### src/hdl/ovls_pkg.sv
// Shared constants, codes and types of the ordered value list store.
package ovls_pkg;

    localparam int CAPACITY_DEF = 64;
    localparam int VALUE_W      = 32;
    localparam int KIND_W       = 2;
    localparam int STATUS_W     = 3;
    localparam int COUNT_W      = 7;
    localparam int S_TDATA_W    = 32;
    localparam int S_TUSER_W    = 8;
    localparam int M_TDATA_W    = 80;

    localparam logic signed [VALUE_W-1:0] INT_MIN = {1'b1, {(VALUE_W-1){1'b0}}};
    localparam logic signed [VALUE_W-1:0] NEG_ONE = '1;

    // operation codes on the kind field; the unused code acts as a search
    localparam logic [KIND_W-1:0] KIND_INSERT = 2'd0;
    localparam logic [KIND_W-1:0] KIND_DELETE = 2'd1;
    localparam logic [KIND_W-1:0] KIND_SEARCH = 2'd2;

    localparam logic [STATUS_W-1:0] ST_INSERTED  = 3'd0;
    localparam logic [STATUS_W-1:0] ST_DELETED   = 3'd1;
    localparam logic [STATUS_W-1:0] ST_FOUND     = 3'd2;
    localparam logic [STATUS_W-1:0] ST_NOT_FOUND = 3'd3;
    localparam logic [STATUS_W-1:0] ST_EMPTY     = 3'd4;
    localparam logic [STATUS_W-1:0] ST_FULL      = 3'd5;

    typedef struct packed {
        logic                       clear;
        logic                       en;
        logic signed [VALUE_W-1:0]  data;
    } cmp_ctl_t;

    typedef struct packed {
        logic signed [VALUE_W-1:0]  top;
        logic signed [VALUE_W-1:0]  runner;
        logic                       sorted;
    } stats_t;

endpackage

### src/hdl/ovls_cmp_unit.sv
// Compare unit: running maximum, runner-up and order check, one entry per cycle.
module ovls_cmp_unit (
    input  logic              aclk,
    input  logic              aresetn,
    input  ovls_pkg::cmp_ctl_t ctl,
    output ovls_pkg::stats_t   stats
);
    import ovls_pkg::*;

    logic signed [VALUE_W-1:0] top_reg, top_next;
    logic signed [VALUE_W-1:0] runner_reg, runner_next;
    logic signed [VALUE_W-1:0] prev_reg, prev_next;
    logic                      sorted_reg, sorted_next;
    logic                      first_reg, first_next;

    always_comb begin
        top_next    = top_reg;
        runner_next = runner_reg;
        prev_next   = prev_reg;
        sorted_next = sorted_reg;
        first_next  = first_reg;
        if (ctl.clear) begin
            top_next    = INT_MIN;
            runner_next = INT_MIN;
            sorted_next = 1'b1;
            first_next  = 1'b1;
        end else if (ctl.en) begin
            if (ctl.data > top_reg) begin
                runner_next = top_reg;
                top_next    = ctl.data;
            end else if ((ctl.data > runner_reg) && (ctl.data != top_reg)) begin
                runner_next = ctl.data;
            end
            if (!first_reg && (prev_reg > ctl.data)) begin
                sorted_next = 1'b0;
            end
            prev_next  = ctl.data;
            first_next = 1'b0;
        end
    end

    always_ff @(posedge aclk) begin
        if (!aresetn) begin
            sorted_reg <= 1'b1;
            first_reg  <= 1'b1;
        end else begin
            sorted_reg <= sorted_next;
            first_reg  <= first_next;
        end
        top_reg    <= top_next;
        runner_reg <= runner_next;
        prev_reg   <= prev_next;
    end

    assign stats.top    = top_reg;
    assign stats.runner = runner_reg;
    assign stats.sorted = sorted_reg;

endmodule

### src/hdl/ordered_value_list_store_top.sv
// Top level: entry memory, scan sequencer and result register.
//
//  channel | dir | payload
//  s_      | in  | tuser[1:0] kind, tdata[31:0] value
//  m_      | out | tdata: status, entry_count, largest_value, second_value, in_order
//
// A word is handled in order: the accept, one read issue per entry scanned through the single
// read port, the registered read data, the scan end being seen, and the posting of the result.
// The entries scanned are the count before the word, one more for an insert that is stored.
// Empty delete or search skips the scan. Reset (aresetn, synchronous) empties the list.
// s_tready is high only between items; a held result does not block the next item's work,
// only its final write into the result register.
module ordered_value_list_store_top #(
    parameter int CAPACITY = ovls_pkg::CAPACITY_DEF
) (
    input  logic                           aclk,
    input  logic                           aresetn,
    input  logic                           s_tvalid,
    output logic                           s_tready,
    input  logic [ovls_pkg::S_TDATA_W-1:0] s_tdata,  // [31:0] value
    input  logic [ovls_pkg::S_TUSER_W-1:0] s_tuser,  // [1:0] kind
    output logic                           m_tvalid,
    input  logic                           m_tready,
    // [2:0] status, [9:3] entry_count, [41:10] largest_value,
    // [73:42] second_value, [74] in_order
    output logic [ovls_pkg::M_TDATA_W-1:0] m_tdata
);
    import ovls_pkg::*;

    localparam int CNT_W  = $clog2(CAPACITY + 1);
    localparam int ADDR_W = (CAPACITY > 1) ? $clog2(CAPACITY) : 1;

    localparam logic [1:0] S_IDLE = 2'd0;
    localparam logic [1:0] S_SCAN = 2'd1;
    localparam logic [1:0] S_DONE = 2'd2;

    logic signed [VALUE_W-1:0] mem [CAPACITY];

    logic [1:0]                state_reg, state_next;
    logic [CNT_W-1:0]          count_reg, count_next;
    logic [CNT_W-1:0]          n_reg, n_next;
    logic [CNT_W-1:0]          rd_cnt_reg, rd_cnt_next;
    logic                      rd_vld_reg;
    logic [ADDR_W-1:0]         proc_idx_reg;
    logic signed [VALUE_W-1:0] rd_data_reg;
    logic [KIND_W-1:0]         kind_reg, kind_next;
    logic signed [VALUE_W-1:0] val_reg, val_next;
    logic [STATUS_W-1:0]       st_reg, st_next;
    logic                      found_reg, found_next;
    logic                      m_tvalid_reg, m_tvalid_next;
    logic [M_TDATA_W-1:0]      m_tdata_reg, m_tdata_next;

    logic                      issue;
    logic                      we;
    logic [ADDR_W-1:0]         wa;
    logic signed [VALUE_W-1:0] wd;
    logic                      s_acc;
    logic [KIND_W-1:0]         s_kind;
    logic signed [VALUE_W-1:0] s_value;
    logic                      match;
    logic                      is_del;
    logic signed [VALUE_W-1:0] largest;
    logic signed [VALUE_W-1:0] second;

    cmp_ctl_t cmp_ctl;
    stats_t   stats;

    ovls_cmp_unit u_cmp (
        .aclk    (aclk),
        .aresetn (aresetn),
        .ctl     (cmp_ctl),
        .stats   (stats)
    );

    assign s_tready = (state_reg == S_IDLE);
    assign s_acc    = s_tvalid && s_tready;
    assign s_kind   = s_tuser[KIND_W-1:0];
    assign s_value  = s_tdata[VALUE_W-1:0];
    assign issue    = (state_reg == S_SCAN) && (rd_cnt_reg < n_reg);
    assign match    = (rd_data_reg == val_reg);
    assign is_del   = (kind_reg == KIND_DELETE);

    assign largest = (count_reg == '0) ? NEG_ONE : stats.top;
    assign second  = ((count_reg < CNT_W'(2)) || (stats.runner == INT_MIN))
                     ? NEG_ONE : stats.runner;

    always_comb begin
        state_next    = state_reg;
        count_next    = count_reg;
        n_next        = n_reg;
        rd_cnt_next   = rd_cnt_reg;
        kind_next     = kind_reg;
        val_next      = val_reg;
        st_next       = st_reg;
        found_next    = found_reg;
        m_tvalid_next = m_tvalid_reg;
        m_tdata_next  = m_tdata_reg;
        we            = 1'b0;
        wa            = '0;
        wd            = s_value;
        cmp_ctl.clear = 1'b0;
        cmp_ctl.en    = 1'b0;
        cmp_ctl.data  = rd_data_reg;

        if (m_tvalid_reg && m_tready) begin
            m_tvalid_next = 1'b0;
        end

        unique case (state_reg)
            S_IDLE: begin
                if (s_acc) begin
                    kind_next     = s_kind;
                    val_next      = s_value;
                    found_next    = 1'b0;
                    rd_cnt_next   = '0;
                    cmp_ctl.clear = 1'b1;
                    n_next        = count_reg;
                    state_next    = S_SCAN;
                    if (s_kind == KIND_INSERT) begin
                        if (count_reg >= CNT_W'(CAPACITY)) begin
                            st_next = ST_FULL;
                        end else begin
                            we         = 1'b1;
                            wa         = count_reg[ADDR_W-1:0];
                            count_next = count_reg + 1'b1;
                            n_next     = count_reg + 1'b1;
                            st_next    = ST_INSERTED;
                        end
                    end else if (count_reg == '0) begin
                        st_next    = ST_EMPTY;
                        state_next = S_DONE;
                    end
                end
            end
            S_SCAN: begin
                if (issue) begin
                    rd_cnt_next = rd_cnt_reg + 1'b1;
                end
                if (rd_vld_reg) begin
                    if (is_del && found_reg) begin
                        // close the gap behind the deleted entry
                        we         = 1'b1;
                        wa         = proc_idx_reg - 1'b1;
                        wd         = rd_data_reg;
                        cmp_ctl.en = 1'b1;
                    end else if (match && !found_reg) begin
                        found_next = 1'b1;
                        cmp_ctl.en = !is_del;
                    end else begin
                        cmp_ctl.en = 1'b1;
                    end
                end
                if (!issue && !rd_vld_reg) begin
                    state_next = S_DONE;
                    if (is_del) begin
                        st_next = found_reg ? ST_DELETED : ST_NOT_FOUND;
                        if (found_reg) begin
                            count_next = count_reg - 1'b1;
                        end
                    end else if (kind_reg != KIND_INSERT) begin
                        st_next = found_reg ? ST_FOUND : ST_NOT_FOUND;
                    end
                end
            end
            S_DONE: begin
                if (!m_tvalid_reg || m_tready) begin
                    m_tvalid_next = 1'b1;
                    m_tdata_next  = M_TDATA_W'({stats.sorted, second, largest,
                                                COUNT_W'(count_reg), st_reg});
                    state_next    = S_IDLE;
                end
            end
            default: begin
                state_next = S_IDLE;
            end
        endcase
    end

    always_ff @(posedge aclk) begin
        if (we) begin
            mem[wa] <= wd;
        end
        rd_data_reg  <= mem[rd_cnt_reg[ADDR_W-1:0]];
        proc_idx_reg <= rd_cnt_reg[ADDR_W-1:0];
    end

    always_ff @(posedge aclk) begin
        if (!aresetn) begin
            state_reg    <= S_IDLE;
            count_reg    <= '0;
            rd_cnt_reg   <= '0;
            rd_vld_reg   <= 1'b0;
            found_reg    <= 1'b0;
            m_tvalid_reg <= 1'b0;
        end else begin
            state_reg    <= state_next;
            count_reg    <= count_next;
            rd_cnt_reg   <= rd_cnt_next;
            rd_vld_reg   <= issue;
            found_reg    <= found_next;
            m_tvalid_reg <= m_tvalid_next;
        end
        n_reg       <= n_next;
        kind_reg    <= kind_next;
        val_reg     <= val_next;
        st_reg      <= st_next;
        m_tdata_reg <= m_tdata_next;
    end

    assign m_tvalid = m_tvalid_reg;
    assign m_tdata  = m_tdata_reg;

endmodule
### config.mk
export PLATFORM = sky130hd
export DESIGN_NAME = ordered_value_list_store_top
export DESIGN_NICKNAME = d
export VERILOG_FILES = /design/src/hdl/ovls_pkg.sv /design/src/hdl/ovls_cmp_unit.sv /design/src/hdl/ordered_value_list_store_top.sv
export SDC_FILE = /design/constraint.sdc
export NUM_CORES = 2
export LEC_CHECK = 0
export BUFFER_PORTS_ARGS = -buffer_cell sky130_fd_sc_hd__clkbuf_2
export CAP_MARGIN = 25
export CORE_AREA = 2 2 483 485
export DETAILED_ROUTE_END_ITERATION = 7
export DIE_AREA = 0 0 485 487
export SLEW_MARGIN = 20
export SYNTH_ARGS = -nofsm -noshare
export SYNTH_HDL_FRONTEND = slang
export SYNTH_HIERARCHICAL = 1
export SYNTH_SLANG_ARGS = --single-unit
### constraint.sdc
create_clock -name aclk -period 14.15 [get_ports aclk]
set_input_delay 0.7075 -clock aclk [delete_from_list [all_inputs] [get_ports aclk]]
set_output_delay 0.7075 -clock aclk [all_outputs]
set_load 0.005 [all_outputs]
-- Word level (Yosys, flattened, before mapping)
Memory sizes are Yosys's and may differ from the RTL's. A register that Yosys moved wholly into a read port is not among the register bits.
Cells that the tools add are included.
- output and inout bits: 82
- bits in writable memories: 2048
- bits in latches: 0
- memories: 1
- flip-flop bits (word level): 242
- ROM bits: 0
- multiply operators: 0
- $add $sub $neg: 4
- order comparisons: 6
- muxes and demuxes: 59
- bitwise logic cells: 2
- equality and inequality tests: 17
- divide/modulo/power cells: 0
- reductions and logical operators: 34
- shift operators: 0
- memories (name ; words ; bits a word ; read ports ; clocked after memory_dff ; write ports ; RTL line ; RTL):
    mem ; 64 ; 32 ; 1 ; 1 ; 1 ; ordered_value_list_store_top.sv:37 ; logic signed [VALUE_W-1:0] mem [CAPACITY];
- operator list (kind ; count):
    32-bit 2-to-1 mux ; 5
    32-bit greater-than comparator ; 3
    7-bit 2-to-1 mux ; 8
    32-bit == test ; 1
    32-bit == test (second input constant) ; 1
    32-bit inequality test ; 1
    6-bit 2-to-1 mux ; 5
    7-bit one-hot mux with 2 select lines ; 2
    1-bit 2-to-1 mux ; 21
    3-bit 2-to-1 mux ; 7
    5-bit AND reduction ; 3
    7-bit by 1-bit adder with 7-bit output (second input constant) ; 2
    2-bit 2-to-1 mux ; 6
    2-bit inequality test (second input constant) ; 6
    6-bit one-hot mux with 2 select lines ; 1
    2-bit AND reduction ; 6
    1-bit logical AND ; 8
    7-bit greater-or-equal comparator (second input constant) ; 1
    7-bit zero test ; 1
    7-bit by 2-bit less-than comparator with 1-bit output (second input constant) ; 1
    7-bit less-than comparator ; 1
    7-bit by 1-bit subtractor with 7-bit output (second input constant) ; 1
    1-bit zero test ; 6
    2-bit by 1-bit inequality test with 1-bit output (second input constant) ; 3
    14 further kinds ; 22

-- Logic depth before layout (Yosys ltp)
- depth after elaboration: 7
- depth in mapped cells: 13
- gate-level depth less buffers: 10

-- Hierarchy
The synthesis kept the hierarchy.
- modules (own cells, without submodules) (module ; cells each ; sequential area each (µm²) ; area each (µm²) ; times used):
    ordered_value_list_store_top ; 3958 ; 66213.5 ; 85525.8 ; 1
    ovls_cmp_unit ; 713 ; 2282.2 ; 6429.9 ; 1

-- Worst setup path before layout
Ideal clock, no wire load.
- kind: input-to-reg
- from: input s_tvalid
- to: memory mem[61][0], enable pin
- required time: 13729 ps
- cell stages on the path: 7
- library setup time: 421 ps
- arrival: 4447 ps
- slack: 9282 ps
- cell sequence: nand2_1 inv_1 clkbuf_1 a32oi_1 a21oi_1 nand3_1 nor2_1
- word-level cells in the longest chain between the ends: 5
- elaborated cells between the ends (all ways): 7
- RTL lines (item ; RTL line ; RTL):
    start, declared ; ordered_value_list_store_top.sv:18 ; input logic s_tvalid,
    1-bit logical AND * ; ordered_value_list_store_top.sv:76 ; assign s_acc = s_tvalid && s_tready;
    1-bit 2-to-1 mux ; ordered_value_list_store_top.sv:111 ; if (s_acc) begin
    1-bit one-hot mux with 2 select lines ; ordered_value_list_store_top.sv:109 ; unique case (state_reg)
    1-bit 2-to-1 mux ; ordered_value_list_store_top.sv:180 ; if (we) begin
    1-bit 2-to-1 mux (implied by the code) ; ordered_value_list_store_top.sv:181 ; mem[wa] <= wd;
    end, declared ; ordered_value_list_store_top.sv:37 ;
Mark *: on every way between the ends. The rest lies on a longest branch, timed or not.

-- Worst setup path in the final report
- from: register state_reg[0]
- to: memory mem[28][13], enable pin
- word-level cells in the longest chain between the ends: 6
- elaborated cells between the ends (all ways): 9
- RTL lines (item ; RTL line ; RTL):
    start, declared ; ordered_value_list_store_top.sv:39 ; logic [1:0] state_reg, state_next;
    start signal, assigned ; ordered_value_list_store_top.sv:196 ; state_reg <= state_next;
    2-bit zero test ; ordered_value_list_store_top.sv:75, ordered_value_list_store_top.sv:109 ;
    1-bit logical AND ; ordered_value_list_store_top.sv:76 ;
    1-bit 2-to-1 mux ; ordered_value_list_store_top.sv:111 ;
    1-bit one-hot mux with 2 select lines ; ordered_value_list_store_top.sv:109 ;
    1-bit 2-to-1 mux ; ordered_value_list_store_top.sv:180 ;
    1-bit 2-to-1 mux (implied by the code) ; ordered_value_list_store_top.sv:181 ;
Several ways; a longest one is shown, not always the timed one.

==> impl_metrics.ini <==
[setup_path]
crit_path_end_kind = flop
required_ns = 14.58
crit_fanout = 67
arrival_ns = 5.49
path_class = reg -> reg
rrSetupSlack_ns = 9.08
reg2reg_depth = 9
startpoint_type = flop

[floorplanning]
coreArea_sq_um = 231000
row_count = 177
pin_count = 126
dieWidth_um = 485
initial_utilization = 0.397
dieArea_sq_um = 236000
die_h_um = 487

[cts]
numCtsBuffers = 232
cts.sinks = 2322
cts.clk_slew.worst_paths_ns = 0.06
clock_latency_ns = 0.89
cts.path.max_buffers = 3
post-cts-setup-buffer-count = 0
cts_resized = 0
cts-root-buf = clkbuf_16
postCtsHoldBufs = 0
cts_tree = done
htreeDepth = 4

[layout]
largest_reg_flops = 2048
area_delta_synth_final_pct = 14.0
fin_nets = 5079
multi_input_area_sq_um = 22400
drive_gt1_frac = 0.266
final_area_sq_um = 105000
fill_cells = 19500
fin_util = 0.453
seq_area_sq_um = 68500

[logic_synthesis]
yosysSeqAreaShare = 0.745
syn_inst = 4671
ys_ff_latch = 2322
synth-main-ff-cell = edfxtp_1
ys.warnings.count = 6
ys_types = 81
syn_area_sq_um = 92000
syn_avg_cell_area_sq_um = 19.7
synth-edff-count = 2199
synthArstFlopShare = 0

[global_route]
overflow = 0
grt_pass1_vias = 46300
grt_max_degree = 92
track_usage = 0.195
grt_pass1_wl_um = 334000
grt_antenna_before_repair = 10

[route]
firstDrtPassIters = 7
via_per_inst = 5.67
wl_um = 233000
drcViolationCount = 0
drtIter0Drc = 5095
ant_nets = 0
vias = 46400
wl_per_cell_um = 28.4

[sta]
fin_crit_ns = 5.07
finalHoldViolations = 0
fmax_mhz = 197
final-setup-viol-count = 0
tightest_slew_ns = 1.10
slew_violations = 0
rsz0062_at_grt = no
timing.final.crit_share = 0.358
max_slew_margin = 0.268
finClkSkew_ns = 0.103
fin_setup_tns_ns = 0

[worst_hold_path]
worstHoldPathCells = 1
hp-class = in -> reg

[placed_design]
place_area_sq_um = 96900
io_buffers = 114
dp.final_hpwl_um = 132000
place_congestion = 0.841

[power]
powerDensity_nw_per_um2 = 144
leakage_uw = 0.0322
vdd_drop_max_mv = 0.133

[flow_run]
drv_cap = 0

[status]
outcome = complete, no violations
## stage by stage
step | worst slack (ns) | hold WS, ns | cells | total power [uW]
after CTS | 9.12 | 0.0456 | 8174 | 15200
after detailed placement | 8.93 | 0.405 | 7735 | 8970
after floorplan | 9.28 | 0.350 | 4675 | 8640
after global routing | 8.91 | 0.0643 | 8176 | 15600
after global placement | 8.93 | 0.410 | 7727 | 8950
final | 9.08 | 0.107 | 8178 | 15100
## placed cells by master (no fill, tap or decap), types with 46 or more instances in the layout
master | Yosys | final
edfxtp_1 | 2199 | 2199
mux4_2 | 531 | 531
clkbuf_16 | 0 | 232
a21oi_1 | 167 | 167
nand2_1 | 185 | 152
buf_4 | 34 | 137
nor2_1 | 196 | 131
inv_1 | 120 | 119
mux2i_1 | 119 | 119
dfxtp_1 | 123 | 117
clkbuf_2 | 0 | 114
ha_1 | 108 | 108
nor2_4 | 0 | 65
nor3_1 | 58 | 58
clkbuf_1 | 105 | 54
nand2b_1 | 47 | 47
clkinv_2 | 0 | 47
o22ai_1 | 46 | 46
## layout make-up
type / count / area share
clock inverters: 145 / 0.0167
multi-input cells: 1988 / 0.213
inverters: 120 / 0.00432
clock buffers: 294 / 0.0584
flip-flops and latches: 2322 / 0.654
repair buffers: 263 / 0.0172
well taps: 3043 / 0.0363
diodes: 3 / 0.0000716
## Yosys cell counts (5+ instances only)
master     instances  area [sq um]
a211oi_2          30           375
and2_1             5          31.3
a211o_1            8          70.1
buf_4             34           255
mux2i_1          119          1190
a211oi_1          44           330
nand2b_1          47           294
a21o_1            16           120
nand2_1          185           694
nand3_1           34           170
o22ai_1           46           288
edfxtp_1        2199         66000
a22oi_1           14           105
mux2_2            19           214
or2_2             35           219
or4_1              6          45.0
a21oi_2           31           272
buf_2             64           320
nor4_1            16           100
xnor2_1            7          61.3
dfxtp_1          123          2460
o31ai_1            8          60.1
mux4_2           531         12000
inv_1            120           450
buf_1             19          71.3
nor3_1            58           290
o211ai_1          16           120
o21ai_0           36           180
nor2b_1           41           257
a21oi_1          167           836
a2111oi_0          8          70.1
buf_6             18           203
clkbuf_1         105           394
nand4_1           27           169
nor2_1           196           736
or3_1              6          37.5
o21ai_1            8          40.0
a31oi_1            8          50.1
ha_1             108          1350
xor2_1            32           280
o2111ai_1          6          52.6
## cells by family (layout without fill, tap and decap cells)
kind of cell / count (synthesis) / after routing / synth area share
DFF: 2322 / 2322 / 0.745
other: 1 / 8 / 0.0000408
adders and majority gates: 108 / 108 / 0.0147
and+or+nand+nor: 677 / 677 / 0.0351
AOI/OAI and AO/OA: 490 / 490 / 0.0368
buffers and inverters: 365 / 822 / 0.0194
xor gates and xnor gates: 39 / 39 / 0.00371
muxes: 669 / 669 / 0.145
## report_power, final
part | leakage (uW) | internal [uW] | switching (uW)
Combinational | 0.00765 | 466 | 645
Clock | 0.00382 | 3610 | 2670
Sequential | 0.0207 | 7620 | 81.8
## metal layers
layer  wire length, um  global-route usage
met2            113000               0.320
met3             17000              0.0323
met1             98500               0.275
met4              4410              0.0444
met5                 0                   0
## path summary, 6_finish.rpt
path	from	to
worst max-delay path	state_reg[0]	mem[28][13]
worst min-delay path	s_tdata[14]	val_reg[14]
worst max register to register	state_reg[0]	mem[28][13]
worst min register to register	st_reg[1]	m_tdata[1]
## critical path, cell delays in order, from the launching register on
cell     delay (ns)
dfxtp_1        0.40
nor2_1         0.16
nand2_1        0.31
inv_4          0.70
and2_1         0.38
inv_1          0.07
o22ai_1        0.43
nand3_1        0.89
nor2_4         0.70
buf_4          0.53
No activity file was read; power rests on OpenSTA's default activity.
